File: src/rtl/core/sse_pkg.sv
package sse_pkg;

  // Default sizes
  localparam int CAPACITY_DEF    = 256;
  localparam int VALUE_WIDTH_DEF = 32;

  // Cells per registered OR group
  localparam int GROUP_SIZE = 16;

  // Fixed port field widths
  localparam int CMD_W   = 2;
  localparam int KEY_W   = 32;
  localparam int POS_W   = 8;
  localparam int RDV_W   = 32;
  localparam int ICNT_W  = 9;

  typedef enum logic [CMD_W-1:0] {
    CMD_INSERT   = 2'd0,
    CMD_ERASE    = 2'd1,
    CMD_CONTAINS = 2'd2,
    CMD_GET      = 2'd3
  } cmd_t;

  typedef struct packed {
    logic [CMD_W-1:0] cmd;
    logic [KEY_W-1:0] key_value;
    logic [POS_W-1:0] position;
  } in_item_t;

  typedef struct packed {
    logic              ok;
    logic [RDV_W-1:0]  read_value;
    logic [ICNT_W-1:0] item_count;
  } out_item_t;

  // Strobes from the sequencer to every cell
  typedef struct packed {
    logic cmp_en;
    logic ins_en;
    logic del_en;
  } cell_ctl_t;

endpackage

File: src/rtl/core/sse_group.sv
module sse_group #(
  parameter int VALUE_WIDTH = sse_pkg::VALUE_WIDTH_DEF,
  parameter int N           = sse_pkg::GROUP_SIZE
) (
  input  logic                            clk,
  input  logic [N-1:0]                    eq,
  input  logic [N-1:0][VALUE_WIDTH-1:0]   data,
  output logic                            any_hit,
  output logic [VALUE_WIDTH-1:0]          any_data
);

  logic                   any_r, any_nxt;
  logic [VALUE_WIDTH-1:0] data_r, data_nxt;

  // Fold the group's match bits and selected words
  always_comb begin
    any_nxt  = 1'b0;
    data_nxt = '0;
    for (int k = 0; k < N; k++) begin
      any_nxt  = any_nxt | eq[k];
      data_nxt = data_nxt | data[k];
    end
  end

  always_ff @(posedge clk) begin
    any_r  <= any_nxt;
    data_r <= data_nxt;
  end

  assign any_hit  = any_r;
  assign any_data = data_r;

endmodule

File: config.mk
export PLATFORM = sky130hd
export DESIGN_NAME = sse_group
export DESIGN_NICKNAME = d
export VERILOG_FILES = /design/src/rtl/core/sse_pkg.sv /design/src/rtl/core/sse_group.sv
export SDC_FILE = /design/constraint.sdc
export NUM_CORES = 1
export LEC_CHECK = 0
export BUFFER_PORTS_ARGS = -buffer_cell sky130_fd_sc_hd__buf_2
export CAP_MARGIN = 20
export CORE_AREA = 2 2 219 221
export DETAILED_ROUTE_END_ITERATION = 16
export DIE_AREA = 0 0 221 223
export MAX_ROUTING_LAYER = met4
export SLEW_MARGIN = 5
export SYNTH_ARGS = -nofsm -noshare
export SYNTH_HDL_FRONTEND = slang
export SYNTH_SLANG_ARGS = --single-unit
File: constraint.sdc
create_clock -name clk -period 0.8 [get_ports clk]
set_input_delay 0.04 -clock clk [delete_from_list [all_inputs] [get_ports clk]]
set_output_delay 0.04 -clock clk [all_outputs]
set_load 0.1 [all_outputs]
==> metrics <==
result of the run finished with violations; violated checks negative hold slack, negative setup slack; cell chain of the critical path buf_12; remaining routing DRC violations 0; number of top-level design ports 562; die outline area 49,300 sq um; area of the placeable core 47,100 sq um; CTS Sinks 33; Tot Pwr 0.00558 W; dpl cells 1,383; wire length of the first global-routing pass 25,100 um; CP max FO 1; delay of the slowest cell on the worst path 0.37 ns; Avg Cell Area, Syn 8.55 sq um; most frequent cells in the layout buf_2, nor4_1, nand4_1, buf_12, dfxtp_2; die span in x 221 um; Max Clk Rate 1.11 GHz; simple-gate portion of the synthesized area 61.0%; Routed wire per std cell 13.2 um; pwr dens 869 nW/um^2; startpoint kind of the worst setup timing path flop; Total Wirelength 18,700 um; combinational family with the most area after synthesis simple AND/OR/NAND/NOR gates; mux contribution to synthesized area 0%; Final nets 1,323; layout cell share with drive strength beyond 1 78.6%; IO Port Bufs 561; post-synth design cell area 1690 sq um; leakage power figure 2.99 nW; minimum period implied by the final worst setup slack 0.903 ns; xor and xnor fraction of the mapped netlist area 0%; HPWL after detailed placement 16,300 um; CTS H-tree depth 2; starting density of the core 3.59%; Worst setup EP type primary output; Worst Tran Pin Value 0.551 ns; number of nets with antenna violations after routing 0; RSZ-0062 raised after global routing yes; Clk pin slew, worst setup/hold paths 0.07 ns; iteration count of the initial detailed-routing pass 4; GRT met3 Usage 2.92%; pin count of the biggest net entering global routing 10; Area growth, synth to finish 280%; Crit Path Class flop to primary output; hold path start data[274]; Period Utilization, post-route 113%; path type of the worst min-delay path primary input to flop; smallest setup slack after layout -0.103 ns; final RePlAce weighted congestion 0.956; setup TNS after final layout -2.46 ns; warnings from Yosys 0; met1 Resource Use GR 6.35%; global routing usage summed across all routing layers 7.23%; met2 capacity usage during global routing 12.2%; final cell count without fillers 1,414; die extent in y 223 um; clock buffer count from CTS 5; number of storage elements in the synthesis netlist 33; portion of the post-synthesis area used by sequential elements 39.0%; signal arrival time at the worst endpoint 0.86 ns; Crit path required time 0.76 ns; commonest non-fill, non-tap cell in the layout buf_2; launch point of the critical path any_data[28]$_DFF_P_; Hold Slack -0.0817 ns; Max Buffers Root-to-Sink 2; via count of the first global-routing pass 4,681; number of hold violations in the final report 33; post-route core utilization 13.6%; Iter 0 DRT Violations 191; number of maximum-capacitance constraint violations 0; worst slew slack as a fraction of its limit 63.0%; share of synthesized cell area in full adder, half adder and majority cells 0%; antenna violations before repair 4; Synthesized Nets 727; # rows 80; cell count after synthesis 198; drt via density 3.16; maximum VDD drop 0.703 mV; Synth Area in Compound Gates 0%; buffers and inverters on the worst path 1; remaining global-route overflow 0; dominant delay contributor by cell family on the critical path flip-flops; final count of negative-setup-slack endpoints 35; count of cell types in the netlist 3; master cell of the clock root buffer clkbuf_16; DR vias 4,475; gr busiest metal met2; Slowest-stage cell, CP dfxtp_4; CTS tree yes; Max Transition Viols Final 0
metal layers:
layer  wire, um  vias to the layer above
met5          0                        -
li1           -                     2123
met3       2320                       57
met2       9050                      394
met4       1420                        0
met1       5900                     1901
registers in the layout, indices dropped and copies added (netlist names):
register	count
any_data	32
any_hit	1
final cells by class:
class                           count  area (sq um)
Fill cell                        5408         40700
Timing Repair Buffer              589          3600
Multi-Input combinational cell    165          1190
Tap cell                          615           769
Sequential cell                    33           712
Clock buffer                        7           143
Antenna cell                        5          12.5
worst paths after layout:
path	end	slack, ns	cells past startpoint
worst min-delay path	any_data[18]$_DFF_P_	-0.08	3
worst max-delay path	any_data[28]	-0.10	1
metrics by stage:
| step | instance area (sq um) | setup slack, ns |
|---|---|---|
| finish | 6420 | -0.103 |
| global route | 6420 | -0.156 |
| CTS | 6250 | -0.164 |
| detailed placement | 5870 | -0.182 |
| global placement | 5870 | -0.150 |
| floorplan | 1730 | 0.134 |
where the power goes:
group / internal [W] / leakage [nW] / switching, W
Sequential: 0.00163 / 0.252 / 0.0000000403
Clock: 0.00123 / 0.0700 / 0.00101
Combinational: 0.00108 / 2.67 / 0.000638
synth_stat cells, drive strengths merged:
cell type,count,area share [%]
nor4,132,49
dfxtp,33,39
nand4,33,12
cells by family (layout without fill, tap and decap cells):
kind of cell | Yosys count | count (layout)
simple gates | 165 | 165
buf+inv | 0 | 596
other cells | 0 | 5
flops | 33 | 33
tightest hold or removal path: cells and delay by family:
kind                   cells  cell delay (ns)
buffers and inverters      1             0.08
AND/OR/NAND/NOR            2             0.09
what timing repair did:
action / in CTS / in global routing
endpoints found under the setup margin: 33 / 53
gates resized for setup: 3 / 28
setup buffers: 0 / 0
hold buffers: 23 / 2
pin swaps: 0 / 6
hold endpoints to repair: 33 / 33
(Power assumes the default switching activity.)
