## config.mk

```make
export PLATFORM = sky130hd
export DESIGN_NAME = sse_cell
export DESIGN_NICKNAME = d
export VERILOG_FILES = /design/src/rtl/core/sse_pkg.sv /design/src/rtl/core/sse_cell.sv
export SDC_FILE = /design/constraint.sdc
export NUM_CORES = 1
export LEC_CHECK = 0
export ABC_CLOCK_PERIOD_IN_PS = 3000
export BUFFER_PORTS_ARGS = -buffer_cell sky130_fd_sc_hd__buf_2
export CORE_ASPECT_RATIO = 1.75
export CORE_UTILIZATION = 35
export CTS_BUF_LIST = sky130_fd_sc_hd__clkbuf_4 sky130_fd_sc_hd__clkbuf_8 sky130_fd_sc_hd__clkbuf_16
export DETAILED_ROUTE_END_ITERATION = 8
export PLACE_DENSITY = 0.69
export SLEW_MARGIN = 20
export SYNTH_ARGS = -nofsm -noshare
export SYNTH_HDL_FRONTEND = slang
export SYNTH_SLANG_ARGS = --single-unit
```

## constraint.sdc

```tcl
create_clock -name clk -period 3 [get_ports clk]
set_input_delay 0.15 -clock clk [delete_from_list [all_inputs] [get_ports clk]]
set_output_delay 0.15 -clock clk [all_outputs]
set_load 0.05 [all_outputs]
```

## src/rtl/core/sse_pkg.sv

```systemverilog
package sse_pkg;

  // Default sizes
  localparam int CAPACITY_DEF    = 256;
  localparam int VALUE_WIDTH_DEF = 32;

  // Cells per registered OR group
  localparam int GROUP_SIZE = 16;

  // Fixed port field widths
  localparam int CMD_W   = 2;
  localparam int KEY_W   = 32;
  localparam int POS_W   = 8;
  localparam int RDV_W   = 32;
  localparam int ICNT_W  = 9;

  typedef enum logic [CMD_W-1:0] {
    CMD_INSERT   = 2'd0,
    CMD_ERASE    = 2'd1,
    CMD_CONTAINS = 2'd2,
    CMD_GET      = 2'd3
  } cmd_t;

  typedef struct packed {
    logic [CMD_W-1:0] cmd;
    logic [KEY_W-1:0] key_value;
    logic [POS_W-1:0] position;
  } in_item_t;

  typedef struct packed {
    logic              ok;
    logic [RDV_W-1:0]  read_value;
    logic [ICNT_W-1:0] item_count;
  } out_item_t;

  // Strobes from the sequencer to every cell
  typedef struct packed {
    logic cmp_en;
    logic ins_en;
    logic del_en;
  } cell_ctl_t;

endpackage

```

## src/rtl/core/sse_cell.sv

```systemverilog
module sse_cell #(
  parameter int VALUE_WIDTH = sse_pkg::VALUE_WIDTH_DEF,
  parameter int CNT_W       = 9,
  parameter int IDX         = 0
) (
  input  logic                      clk,
  input  sse_pkg::cell_ctl_t        ctl,
  input  logic [VALUE_WIDTH-1:0]    key,
  input  logic [CNT_W-1:0]          count,
  input  logic [sse_pkg::POS_W-1:0] pos,
  input  logic [VALUE_WIDTH-1:0]    prev_entry,
  input  logic                      prev_lt,
  input  logic [VALUE_WIDTH-1:0]    next_entry,
  output logic [VALUE_WIDTH-1:0]    entry,
  output logic                      lt,
  output logic                      eq,
  output logic [VALUE_WIDTH-1:0]    sel_data
);

  localparam bit REACH = (IDX < (1 << sse_pkg::POS_W));

  logic [VALUE_WIDTH-1:0] entry_r, entry_nxt;
  logic                   lt_r, eq_r, sel_r;
  logic                   valid;
  logic                   pos_hit;

  assign valid   = (count > CNT_W'(IDX));
  assign pos_hit = REACH && (pos == sse_pkg::POS_W'(IDX));

  // Compare flags, held until the next command
  always_ff @(posedge clk) begin
    if (ctl.cmp_en) begin
      lt_r  <= valid && (entry_r < key);
      eq_r  <= valid && (entry_r == key);
      sel_r <= valid && pos_hit;
    end
  end

  // Shift up on insert, down on erase, from the first cell not below the key upward
  always_comb begin
    entry_nxt = entry_r;
    if (ctl.ins_en && !lt_r) begin
      entry_nxt = prev_lt ? key : prev_entry;
    end else if (ctl.del_en && !lt_r) begin
      entry_nxt = next_entry;
    end
  end

  always_ff @(posedge clk) begin
    entry_r <= entry_nxt;
  end

  assign entry    = entry_r;
  assign lt       = lt_r;
  assign eq       = eq_r;
  assign sel_data = sel_r ? entry_r : '0;

endmodule

```

==> summary by stage <==
Critical path
The largest stage delay on the critical path is about 920 ps. At the worst endpoint, the arrival time is around 1700 ps. By startpoint and endpoint, the worst setup path is classified as reg2out.

Together, buffers and inverters on the worst path number 1. Tracing the worst setup path back leads to its startpoint at sel_r. STA classifies the critical path startpoint as a flip-flop. The worst reg-to-reg setup slack is 1200 ps. At the worst endpoint, the required time is about 2900 ps. The endpoint of the worst-slack reg-to-reg timing path is lt.

The startpoint of the worst-slack reg-to-reg timing path is entry[26]. The path depth of the worst reg2reg path is 5. The largest individual stage delay along the critical path comes from the cell sky130_fd_sc_hd__edfxtp_1. STA classifies the critical path endpoint as a primary output. Traced cell by cell, the critical path runs through and2_1 -> buf_2.

The family with the most delay on the worst path is flip-flops. Of all nets on the critical path, the largest fanout is 32.

Min path
The worst min-delay path startpoint is ctl[2]. The cell depth of the worst hold path is 1. The worst hold path terminates at sel_r. The path class of the tightest hold or removal check is in2reg.

Floorplan
The initialized floorplan defines between 40 and 50 standard-cell rows. The overall die width is 69.50 um. The area of the die is 0.008347 mm^2. The I/O pin total is 184. From bottom edge to top edge, the die measures 120.1 um. Once the floorplan was initialized, standard cells occupied 36.62% of the core. The placeable core region is roughly 0.0076 mm^2.

Drt
The average wire length per cell after detail routing is 13.91 um. The remaining number of nets flagged by the antenna check after routing is 0. The DRC violation count after routing is 0. The average via count per standard cell is 4.898. For this block, the initial DRC count from the detailed router was 63.

The final route contains between 2000 and 3000 vias. The first detailed-routing pass ran for 4 iterations. The total routed wirelength is 7.917 mm.

Clock network
The tree is rooted in a sky130_fd_sc_hd__clkbuf_16. The buffer levels on the longest clock path is 2. For the worst-skew pair, the clock arrives at the later sink with an insertion delay of 280 ps.

The total number of clock tree sinks is 35. The clock transition at the registers of the reported paths is 50 ps. The number of setup buffers added after CTS is 0. TritonCTS built the clock tree. The quantity of gates resized following cts is 0. The TritonCTS buffer count is 5. The number of levels the H-tree was split into is 2. Buffers inserted to repair hold after CTS numbered 0.

Cells and area
The total inserted antenna cells is 0. At the end of the flow, the number of nets in the layout was 630. In the final layout, the share of cells above drive strength 1 is 39.92%.

Compared with the post-synthesis result, the final layout area differs by 39.78%.

Timing
Dividing the final minimum period by the clock period gives just over 60%. The fmax is 534.5 MHz. The count of final hold-check violations came to 0. The worst pin sits at a relative slew slack of 33.33%. The final worst hold slack is 121.7 ps.

Setup repair after global routing left no endpoint under its margin. The number of pins with negative max-slew slack in the final report is 0. Setup violations remaining at the end of the flow were counted as 0. The routed design could run at a clock period as short as 1871 ps. The largest clock skew in the final design is 4.087 ps.

At the pin with the least slew margin, the transition time is 1000 ps. The setup total negative slack is 0 ps.

Run
Max-cap violations in this run came to 0.

Global route
The total track usage is 18.95%. The first-pass GRT wire length is 12.48 mm. Entering global routing, the biggest net connects 65 pins. For this run the aggregate overflow at the end of global routing stands at 0. The number of global-route vias before repair is 2763. The number of antenna violations at the first check in global routing is 0.

Place
Input and output buffers added on the ports amount to 183. The post-detailed-placement half-perimeter wirelength is 6.373 mm. The final estimated routing congestion in global placement is 0.8253.

Power and ir drop
Power spread over the standard cell area amounts to 461.2 mW/mm^2. Net switching is a little under two fifths of the power. The part of the total power dissipated in combinational logic is 36.7%. Of the total power, the clock network draws 27.7%. The register share of total power is between 30% and 40%. Internal power comes to 1.124 mW. IR analysis of the VDD net gives a maximum drop of 0.2403 mV. The switching power is 675.2 uW. The analysis attributes to cell leakage a power of ~2.1 nW.

Synth
The total nets after synthesis is 454. Counting distinct cell types in the post-synthesis netlist gives 27. Yosys printed 0 warnings. Summing the sequential cell areas from Yosys gives a little under two fifths of the chip area.

The number of instances in the synthesized netlist is 304. The synthesized netlist occupies a cell area of around 0.0028 mm^2. In this run, synthesis produced a sequential element count of 35.

The synthesized design spends more area on one cell type than any other, namely sky130_fd_sc_hd__edfxtp_1. Yosys attributes the largest share of cell area to sky130_fd_sc_hd__edfxtp_1, sky130_fd_sc_hd__ha_1, sky130_fd_sc_hd__mux2i_1, sky130_fd_sc_hd__and2_1, sky130_fd_sc_hd__o21ai_0. Of the post-synthesis cell area, the dominant cell type holds 37.67%. Averaged over all synthesized cells, the footprint is 9.178 um^2.

Status
The flow ran to the end, and the final reports show no timing, DRC or antenna violations.
[worst max-delay path by stage]
stage,to,slack (ps),depth (start not counted)
floorplan,entry[0],520,1
global placement,lt,1180,6
detailed placement,lt,1150,6
CTS,sel_data[15],1100,2
global route,sel_data[9],980,2
finish,sel_data[9],1130,2
[cells by family (layout without fill, tap and decap cells)]
| family | after synthesis | count (layout) | synth area share [%] |
|---|---|---|---|
| AND/OR/NAND/NOR | 103 | 103 | 19.15 |
| AO/OA/AOI/OAI | 54 | 54 | 10.40 |
| buffers and inverters | 48 | 225 | 6.950 |
| flip-flops | 35 | 35 | 37.67 |
| adder cells (fa/ha/maj) | 32 | 32 | 14.35 |
| multiplexers | 32 | 32 | 11.48 |
[layout by cell type (no fill, tap or decap), types with 2 or more instances in the layout]
cell,n
sky130_fd_sc_hd__nor3_1,3
sky130_fd_sc_hd__mux2i_1,32
sky130_fd_sc_hd__nand3_1,4
sky130_fd_sc_hd__edfxtp_1,35
sky130_fd_sc_hd__inv_1,34
sky130_fd_sc_hd__a21oi_1,12
sky130_fd_sc_hd__nor2_1,3
sky130_fd_sc_hd__a221oi_1,2
sky130_fd_sc_hd__clkinv_1,2
sky130_fd_sc_hd__buf_2,183
sky130_fd_sc_hd__nor4_1,4
sky130_fd_sc_hd__ha_1,32
sky130_fd_sc_hd__clkbuf_16,5
sky130_fd_sc_hd__nand2_1,41
sky130_fd_sc_hd__nand4_1,7
sky130_fd_sc_hd__nor2b_1,2
sky130_fd_sc_hd__and2_1,32
sky130_fd_sc_hd__and4_1,2
sky130_fd_sc_hd__o21ai_0,36
[registers in the layout (all words and copies together) (netlist names)]
register  count
eq            1
entry        32
sel_r         1
lt            1
[per-stage QoR]
step	instances	util [%]	cell area, um^2	setup WS, ps	power (mW)
after global placement	561	49.34	3760	1176	1.302
after global routing	569	51.18	3900	975.6	1.898
after CTS	569	51.18	3900	1099	1.821
after detailed placement	561	49.34	3760	1153	1.317
final	569	51.18	3900	1129	1.799
after floorplan	304	-	2790	519.9	1.106
[power by group through the flow]
stage | clock network, mW | registers (mW) | logic (mW)
CTS | 0.512 | 0.642 | 0.667
global placement | 0 | 0.649 | 0.653
floorplan | 0 | 0.783 | 0.323
global route | 0.534 | 0.648 | 0.716
finish | 0.498 | 0.641 | 0.660
detailed placement | 0 | 0.652 | 0.665
[worst register-to-register path, stage by stage (launching register included)]
cell and delay [ps]:
sky130_fd_sc_hd__edfxtp_1 410, sky130_fd_sc_hd__ha_1 340, sky130_fd_sc_hd__nand4_1 160, sky130_fd_sc_hd__nor3_1 330, sky130_fd_sc_hd__o2111a_1 250, sky130_fd_sc_hd__nor3_2 50
[cell usage after synthesis]
library cell,number
sky130_fd_sc_hd__a21o_1,1
sky130_fd_sc_hd__a21oi_1,12
sky130_fd_sc_hd__a221oi_1,2
sky130_fd_sc_hd__and2_1,32
sky130_fd_sc_hd__and3_1,1
sky130_fd_sc_hd__and4_1,2
sky130_fd_sc_hd__buf_2,2
sky130_fd_sc_hd__buf_4,3
sky130_fd_sc_hd__clkbuf_1,9
sky130_fd_sc_hd__edfxtp_1,35
sky130_fd_sc_hd__ha_1,32
sky130_fd_sc_hd__inv_1,34
sky130_fd_sc_hd__mux2i_1,32
sky130_fd_sc_hd__nand2_1,41
sky130_fd_sc_hd__nand2b_1,1
sky130_fd_sc_hd__nand3_1,4
sky130_fd_sc_hd__nand4_1,7
sky130_fd_sc_hd__nand4b_1,1
sky130_fd_sc_hd__nor2_1,4
sky130_fd_sc_hd__nor2b_1,2
sky130_fd_sc_hd__nor3_1,3
sky130_fd_sc_hd__nor3_2,1
sky130_fd_sc_hd__nor4_1,4
sky130_fd_sc_hd__o2111a_1,1
sky130_fd_sc_hd__o211ai_1,1
sky130_fd_sc_hd__o21ai_0,36
sky130_fd_sc_hd__o22ai_1,1
[area by class of cell]
class                      instances  area, um^2
fill                             746        3720
clock buffer                       6       132.6
timing repair buffer             183       915.9
multi-input combinational        221        1555
sequential                        35        1051
clock inverter                     2       7.507
tap                               88       110.1
inverter                          34       127.6
[layer usage]
| layer | track usage (%) | vias to the layer above | wire length, um |
|---|---|---|---|
| li1 | - | 1421 | - |
| met1 | 18.97 | 1261 | 2870 |
| met2 | 37.50 | 92 | 4558 |
| met3 | 2.603 | 13 | 303 |
| met4 | 8.418 | 0 | 184 |
| met5 | 0 | - | 0 |
No activity file was read; power rests on OpenSTA's default activity.
